--- src/rtl/cbat_ram.sv ---
module cbat_ram #(
  parameter int Width = 8,
  parameter int Depth = 16,
  parameter int AddrW = $clog2(Depth)
) (
  input  logic             clk_i,
  input  logic             we_i,
  input  logic [AddrW-1:0] addr_i,
  input  logic [Width-1:0] wdata_i,
  output logic [Width-1:0] rdata_o
);

  logic [Width-1:0] mem_q [Depth];

  always_ff @(posedge clk_i) begin
    if (we_i) begin
      mem_q[addr_i] <= wdata_i;
    end
    rdata_o <= mem_q[addr_i];
  end

endmodule

--- config.mk ---
export PLATFORM = sky130hd
export DESIGN_NAME = cbat_ram
export DESIGN_NICKNAME = d
export VERILOG_FILES = /design/src/rtl/cbat_ram.sv
export SDC_FILE = /design/constraint.sdc
export NUM_CORES = 1
export LEC_CHECK = 0
export ABC_AREA = 0
export BUFFER_PORTS_ARGS = -buffer_cell sky130_fd_sc_hd__buf_2
export CAP_MARGIN = 20
export CORE_MARGIN = 2
export CORE_UTILIZATION = 39
export DETAILED_ROUTE_END_ITERATION = 7
export HOLD_SLACK_MARGIN = 0.06
export PLACE_DENSITY_LB_ADDON = 0.25
export SLEW_MARGIN = 25
export SYNTH_ARGS = -nofsm -noshare
export SYNTH_HDL_FRONTEND = slang
export SYNTH_SLANG_ARGS = --single-unit
--- constraint.sdc ---
create_clock -name clk_i -period 2.1 [get_ports clk_i]
set_clock_uncertainty 0.2 [all_clocks]
set_input_delay 0.21 -clock clk_i [delete_from_list [all_inputs] [get_ports clk_i]]
set_output_delay 0.21 -clock clk_i [all_outputs]
set_load 0.01 [all_outputs]
==> summary.md <==
| Metric | Value |
|---|---|
| CTS tree | `built` |
| Main combinational cell family by area after synthesis | `multiplexers` |
| Routed WL | `9650 µm` |
| Worst-skew pair later-pin latency | `0.41 ns` |
| Final min period | `1.56 ns` |
| Die X | `118 µm` |
| Synth Area in Simple Gates | `3.21%` |
| Reg2Reg Depth | `3` |
| CTS clk-pin slew, worst paths | `0.06 ns` |
| Kind of critical path | `flip-flop to flip-flop` |
| Cts repair resizes | `0` |
| Slew headroom | `60.7%` |
| Cell Rows | `41` |
| Worst hold path class | `primary input to flip-flop` |
| RSZ-0062 raised after global routing | `no` |
| Compound-Gate Fraction of Synth Area | `2.37%` |
| Number of vias after detailed routing | `2344` |
| Slew Limit Fails | `0` |
| Worst Path Required | `2.19 ns` |
| First-pass GRT wire length | `15100 µm` |
| Fmax | `0.640 GHz` |
| Register area share after synthesis | `79.0%` |
| DRC | `0` |
| Pre-CTS WS | `0.174 ns` |
| Worst-Margin Slew | `0.588 ns` |
| Flop pwr share | `46.9%` |
| # nets final | `304` |
| I/O pins | `22` |
| CTS Buf Count | `17` |
| Fin worst setup slack | `0.537 ns` |
| Switch Pwr | `0.00125 W` |
| Initial antenna violation count | `0` |
| GPL Wtd Cong | `0.711` |
| Mean area per synthesized cell | `22.0 µm²` |
| Sw Ratio | `19.2%` |
| Arrival time worst endpoint | `1.65 ns` |
| Global Route Usage Sum | `15.1%` |
| # H-tree levels | `4` |
| PD cells | `1040 nW/µm²` |
| Core area | `12700 µm²` |
| Most frequent cells in the layout | `edfxtp_1 (128), mux4_2 (32), buf_2 (21), buf_4 (21), clkbuf_16 (17)` |
| PortBufs | `21` |
| Leak Pwr | `2.08 nW` |
| CP max stage cell | `mux4_2` |
| DRT Pass-1 Iters | `4` |
| Via density | `4.93` |
| Clock net sink count | `136` |
| Combinational power share | `4.6%` |
| Post-synthesis mux area share | `14.2%` |
| Die Y-Extent | `118 µm` |
| Max Cap Viol | `0` |
| Worst Setup End Kind | `flip-flop` |
| Adder-cell share of the synthesized area | `0%` |
| #FFs+latches synth | `136` |
| Clock Root Buffer | `clkbuf_16` |
| Worst Path Buf+Inv | `0` |
| Synth cell types | `18` |
| Critical path startpoint category | `flip-flop` |
| Vias in the first global route | `2566` |
| Post-route ant nets | `0` |
| CTS Hold Bufs | `8` |
| Int Power | `0.00526 W` |
| Clk buf depth | `2` |
| Antenna cell count | `0` |
| P&R area growth vs syn | `23.1%` |
| Post-CTS Setup Inserts | `0` |
| GRT Residual Overflow | `0` |
| Final setup violation count | `0` |
| Hold Fails Final Rpt | `0` |
| Setup tns final | `0 ns` |
| Worst-path cell chain | `mux4_2, a22oi_1, nand2_1` |
| Die ar. | `13900 µm²` |
| Cells after Synth | `230` |
| Status | `finished clean` |
| Layout cell share with drive strength beyond 1 | `35.0%` |
| Most common cell after layout, fill and taps aside | `edfxtp_1` |
| Min-Delay Path Depth | `3` |
| Max IR drop VDD | `0.000563 V` |
| Syn. warnings | `0` |
| Largest net degree at the start of global routing | `25` |
| Worst path max stage delay | `0.47 ns` |
| Xor-xnor portion of the synthesized cell area | `0%` |
| Drt wl/cell | `20.3 µm` |
| Syn Std Cell Area | `5070 µm²` |
| Starting DRC count in detailed routing | `146` |
| Critical path depth in cells | `3` |
| Dpl hpwl | `6330 µm` |
| Crit-path max FO | `1` |
| Period utilization | `74.4%` |
| Clk pwr share | `48.5%` |
| Initial Util | `40.0%` |
| Net Count, Synth | `244` |
| Top Family by Delay on Critical Path | `multiplexers` |
-- path summary, 6_finish.rpt --
path | from | endpoint | slack, ns
setup / recovery | mem_q[3][7] | rdata_o[7] | 0.54
hold / removal | addr_i[2] | mem_q[1][4] | 0.18
setup reg to reg | mem_q[3][7] | rdata_o[7] | 0.54
hold reg to reg | mem_q[13][0] | rdata_o[0] | 0.47
-- layer usage --
layer | routed length, µm | track usage [%] | up-vias | part of all wire, %
met1 | 4380 | 19.5 | 1213 | 45
met5 | 0 | 0 | - | 0
met2 | 4800 | 24.6 | 40 | 50
met3 | 285 | 3.78 | 13 | 3.0
met4 | 183 | 6.33 | 0 | 1.9
li1 | - | - | 1078 | -
-- layout make-up --
type | count | area, µm²
clock buffers | 18 | 429
clock inverters | 14 | 204
multi-input cells | 83 | 1000
repair buffers | 52 | 383
flip-flops and latches | 136 | 4000
fillers | 1044 | 6430
well taps | 172 | 215
-- worst min-delay path, cell delays in order --
cell	delay, ns
buf_2	0.14
or3b_2	0.17
nor2_1	0.09
-- synth_stat cells --
cell type | n | area (µm²)
clkbuf_1 | 2 | 7.51
and2_1 | 1 | 6.26
mux4_2 | 32 | 721
buf_1 | 4 | 15.0
nor2_1 | 13 | 48.8
buf_2 | 2 | 10.0
or3b_2 | 1 | 8.76
nand3b_1 | 2 | 15.0
nand3_1 | 1 | 5.00
edfxtp_1 | 128 | 3840
nor3_1 | 4 | 20.0
a22oi_1 | 16 | 120
nand2_1 | 9 | 33.8
nor2b_1 | 2 | 12.5
nand2b_1 | 2 | 12.5
clkbuf_2 | 1 | 5.00
buf_6 | 2 | 22.5
dfxtp_1 | 8 | 160
-- power by group through the flow --
stage          clock network [W]  logic, W  registers, W
2_1_floorplan                  0  0.000156       0.00311
3_3_place_gp                   0  0.000290       0.00311
3_5_place_dp                   0  0.000296       0.00311
4_1_cts                  0.00321  0.000308       0.00305
5_1_grt                  0.00332  0.000331       0.00306
6_report                 0.00316  0.000301       0.00305
-- registers in the layout (all words and copies together), names as in the netlist --
signal and cells:
rdata_o 8, mem_q 128
-- through the flow --
stage	hold WS, ns	total power (W)	std cells	cell area, µm²	utilization, %
6_report	0.182	0.00651	475	6240	49.2
2_1_floorplan	0.109	0.00327	230	5070	-
3_5_place_dp	0.410	0.00341	435	5530	43.6
5_1_grt	0.205	0.00671	475	6240	49.2
3_3_place_gp	0.395	0.00340	435	5530	43.6
4_1_cts	0.174	0.00657	475	6240	49.2
-- cells by family after synthesis --
group,count (synthesis)
flops,136
simple gates,35
mux,32
compound gates,16
buf+inv,11
No activity file was read; power rests on OpenSTA's default activity.
