File: config.mk
export PLATFORM = sky130hd
export DESIGN_NAME = cbat_mul
export DESIGN_NICKNAME = d
export VERILOG_FILES = /design/src/rtl/cbat_pkg.sv /design/src/rtl/cbat_mul.sv
export SDC_FILE = /design/constraint.sdc
export NUM_CORES = 2
export LEC_CHECK = 0
export BUFFER_PORTS_ARGS = -buffer_cell sky130_fd_sc_hd__buf_2
export CAP_MARGIN = 10
export CORE_UTILIZATION = 55
export CTS_CLUSTER_SIZE = 25
export DETAILED_ROUTE_END_ITERATION = 8
export PLACE_DENSITY = 0.85
export SLEW_MARGIN = 20
export SYNTH_ARGS = -nofsm -noshare
export SYNTH_HDL_FRONTEND = slang
export SYNTH_SLANG_ARGS = --single-unit
File: constraint.sdc
create_clock -name clk_i -period 9.25 [get_ports clk_i]
set_input_delay 0.925 -clock clk_i [delete_from_list [all_inputs] [get_ports clk_i]]
set_output_delay 0.925 -clock clk_i [all_outputs]
set_load 0.1 [all_outputs]
File: src/rtl/cbat_pkg.sv
package cbat_pkg;

  localparam int unsigned KeyW = 64;
  localparam int unsigned TotW = 40;
  localparam int unsigned EntryW = KeyW + TotW;

  localparam logic [63:0] HASH_SEED = 64'd7;
  localparam logic [63:0] HASH_MULT = 64'h4372_8978_9342_8797;
  localparam logic [40:0] TOTAL_LIMIT = 41'd1_000_000_000_000;

  typedef enum logic [1:0] {
    CMD_FRAME = 2'd0,
    CMD_ALLOC = 2'd1,
    CMD_FREE  = 2'd2,
    CMD_READ  = 2'd3
  } cmd_e;

  localparam logic [1:0] ERR_OK        = 2'd0;
  localparam logic [1:0] ERR_UNDERFLOW = 2'd1;
  localparam logic [1:0] ERR_FULL      = 2'd2;
  localparam logic [1:0] ERR_OVERFLOW  = 2'd3;

  // Key of the frame 1,0,0,... padded to the hashed length.
  function automatic logic [63:0] fallback_key(int unsigned len);
    logic [63:0] h;
    h = HASH_SEED * HASH_MULT + 64'd1;
    for (int unsigned i = 1; i < len; i++) begin
      h = h * HASH_MULT;
    end
    return h;
  endfunction

endpackage

File: src/rtl/cbat_mul.sv
module cbat_mul
  import cbat_pkg::*;
(
  input  logic        clk_i,
  input  logic        rst_ni,
  input  logic        start_i,
  input  logic [63:0] a_i,
  output logic        done_o,
  output logic [63:0] p_o
);

  // Low 64 bits of a * HASH_MULT from three 32x32 partial products, one per cycle.
  logic        run_q;
  logic [1:0]  cnt_q;
  logic        done_q;
  logic [63:0] a_q;
  logic [63:0] prod_q;
  logic [63:0] acc_q;
  logic [31:0] op_a;
  logic [31:0] op_b;

  always_comb begin
    case (cnt_q)
      2'd0: begin
        op_a = a_q[31:0];
        op_b = HASH_MULT[31:0];
      end
      2'd1: begin
        op_a = a_q[31:0];
        op_b = HASH_MULT[63:32];
      end
      default: begin
        op_a = a_q[63:32];
        op_b = HASH_MULT[31:0];
      end
    endcase
  end

  always_ff @(posedge clk_i or negedge rst_ni) begin
    if (!rst_ni) begin
      run_q  <= 1'b0;
      cnt_q  <= 2'd0;
      done_q <= 1'b0;
    end else begin
      done_q <= 1'b0;
      if (start_i) begin
        run_q <= 1'b1;
        cnt_q <= 2'd0;
      end else if (run_q) begin
        cnt_q <= cnt_q + 2'd1;
        if (cnt_q == 2'd3) begin
          run_q  <= 1'b0;
          done_q <= 1'b1;
        end
      end
    end
  end

  always_ff @(posedge clk_i) begin
    if (start_i) begin
      a_q <= a_i;
    end
    if (run_q) begin
      prod_q <= {32'd0, op_a} * {32'd0, op_b};
      case (cnt_q)
        2'd1:    acc_q <= prod_q;
        2'd2:    acc_q[63:32] <= acc_q[63:32] + prod_q[31:0];
        2'd3:    acc_q[63:32] <= acc_q[63:32] + prod_q[31:0];
        default: acc_q <= acc_q;
      endcase
    end
  end

  assign done_o = done_q;
  assign p_o    = acc_q;

endmodule

==> results.cfg <==
[status]
status = finished, final reports clean

[floorplanning]
start_util_pct = 55.7
coreArea_mm2 = 0.0538
die_h_um = 235
rows = 85
io-pin-count = 132
die_width_um = 235
dieArea_mm2 = 0.0554

[logic_synthesis]
netlist_area_mm2 = 0.0300
synth_flop_cell = edfxtp_1
synthMuxAreaShare_pct = 1.33
synth_top_area_cell = fa_1
postSynthAreaPerCell_um2 = 10.9
synth.area.top_cells = fa_1 (33%), ha_1 (20%), edfxtp_1 (19%)
async_reset_ff_share_pct = 2.04
syn_inst = 2756
yosys_warnings = 0
synthXorXnorAreaFrac_pct = 3.71
synthSimpleGateAreaFrac_pct = 5.66
synth_top_family_by_area = adder cells
synth_compound_area_share_pct = 8.04
ys_seq_elements = 196
synthDominantCellAreaShare_pct = 33.3
ys_seq_area_share_pct = 19.6
ys_types = 77
synth_edf_count = 192
post_synth_fa_ha_maj_area_fraction_pct = 53.0

[timing]
layout_min_cycle_time_ns = 8.89
rsz0062_at_grt = false
hold_violations = 0
finalClockSkew_ns = 0.0158
tightestPinTransition_ns = 1.22
relSlewSlack_pct = 18.1
finalSetupViolations = 0
fmax_ghz = 0.112
slew_viol_final = 0
tns_ns = 0
fin_crit_sh_pct = 96.1

[final_layout]
area_growth_pct = 7.32
nets = 3921
stdcell_count = 3593
antenna_cells = 0
drive_gt1_share_pct = 8.56

[placed_design]
port_buffers = 131
dp.cells = 3561
gp_congestion = 1.01
hpwl_mm = 69.9

[cts]
post_cts_buffers = 0
numClockSinks = 196
tritoncts = yes
cts_root_buf = clkbuf_16
clkLatencyLatePin_ns = 0.51
cts_hold_buffers = 0
htree_levels = 4
clkTransAtPathRegs_ns = 0.09
cts_buffers = 17
postCtsResizedCells = 0
clockBufferDepth = 2

[detailed_routing]
dr.first_iter.drc_count = 1951
drc = 0
drt-wirelength-per-cell_um = 22.2
drt_first_pass_iters = 8
wl_mm = 79.8
viasPerCell = 5.71
num_vias = 20500
ant_nets = 0

[grt]
grt_pass1_wl_mm = 122
gr-total-overflow = 0
grt_start_max_net_pins = 71
antenna_found_initial = 0
track_usage_pct = 29.5
grt_pass1_vias = 21500

[worst_setup_path]
reg2reg_from = cnt_q[0]
reg2reg_depth = 28
r2r_slack_ns = 0.36
worst-path-buf-inv = 6
worst_path_max_delay_cell = fa_1
worstReg2RegEnd = prod_q[48]
crit_type = reg -> reg
startpoint = cnt_q[0]
arrival_ns = 9.14
required_ns = 9.50
path_depth = 28
cp-start-kind = register
path_max_fanout = 32
critPathTopFamily = adder cells
slowest_delay_ns = 0.57
path_common_cell = fa_1
crit_path_end = prod_q[48]
end_kind = register

[job]
drv_cap = 0

[worst_hold_path]
hp-class = in -> async
[routing by layer]
layer  track usage [%]  share of wire [%]  vias to the layer above
li1                  -                  -                     9138
met5                 0                  0                        -
met2              47.5                 47                      933
met4              13.3                4.7                        0
met1              38.4                 40                    10300
met3              6.53                8.2                      179
[cell usage in the layout (no fill, tap or decap), types with 21 or more instances in the layout]
cell type,Yosys,final
ha_1,472,471
buf_4,1,27
a21oi_1,125,125
nor2_1,105,103
xnor2_1,79,79
buf_2,8,131
inv_1,618,618
fa_1,498,498
xor2_1,48,48
o21ai_0,70,70
a21o_1,60,60
nand4_1,21,21
nand2_1,112,112
mux2i_1,32,32
conb_1,2,26
or2_2,22,22
edfxtp_1,192,192
[through the flow]
step                      setup slack (ns)  cell area (µm²)  util [%]  hold WS [ns]
after global routing               0.00110            32200      59.8         0.199
final                                0.359            32200      59.8         0.218
after global placement               0.593            31500      58.6         0.461
after CTS                            0.398            32200      59.8         0.186
after detailed placement             0.432            31500      58.6         0.455
after floorplan                      0.689            30100         -         0.431
[cell type report]
cell class                 instances  area, µm²
clock buffer                      17        425
tap                              696        871
fill                            4299      21600
multi-input combinational       1892      21600
clock inverter                    15        208
timing repair buffer             159        878
inverter                         618       2320
sequential                       196       5870
[worst register-to-register path, delay by kind of cell (launching register included)]
| kind | cells | cell delay (ns) |
|---|---|---|
| AOI/OAI and AO/OA | 5 | 1.06 |
| xor gates and xnor gates | 1 | 0.15 |
| adders and majority gates | 10 | 4.55 |
| buffers and inverters | 6 | 0.62 |
| DFF | 1 | 0.42 |
| muxes | 1 | 0.46 |
| and+or+nand+nor | 5 | 1.37 |
[synth_stat cells, drive strengths merged, types with 7 or more instances]
cell type	instances
a211oi	10
a21o	60
a21oi	125
a31oi	14
and2	19
and3	7
buf	9
clkbuf	65
edfxtp	192
fa	498
ha	472
inv	618
mux2	7
mux2i	32
nand2	112
nand2b	18
nand3	16
nand4	21
nor2	105
nor2b	12
nor3	11
o211ai	8
o21a	10
o21ai	78
o21bai	16
or2	22
xnor2	79
xor2	48
[cell families after synthesis]
group	after synthesis
xor+xnor	127
fa+ha+maj	970
compound gates	371
simple gates	359
flops	196
other cells	2
mux	39
buf+inv	692
[registers in the layout, summed over array words and instances (netlist names)]
signal  cells
a_q        64
cnt_q       2
done_o      1
p_o        64
prod_q     64
run_q       1
[how the worst min path moves through the flow]
stage | from | endpoint | cells after the start
final | rst_ni | run_q | 1
after detailed placement | prod_q[0] | p_o[0] | 0
after global routing | rst_ni | done_o | 1
after global placement | prod_q[5] | p_o[5] | 0
after floorplan | prod_q[0] | p_o[0] | 0
after CTS | rst_ni | done_o | 1
Power is not shown: default switching activity piles up to over one toggle a cycle in this logic, so the estimate is an artifact.
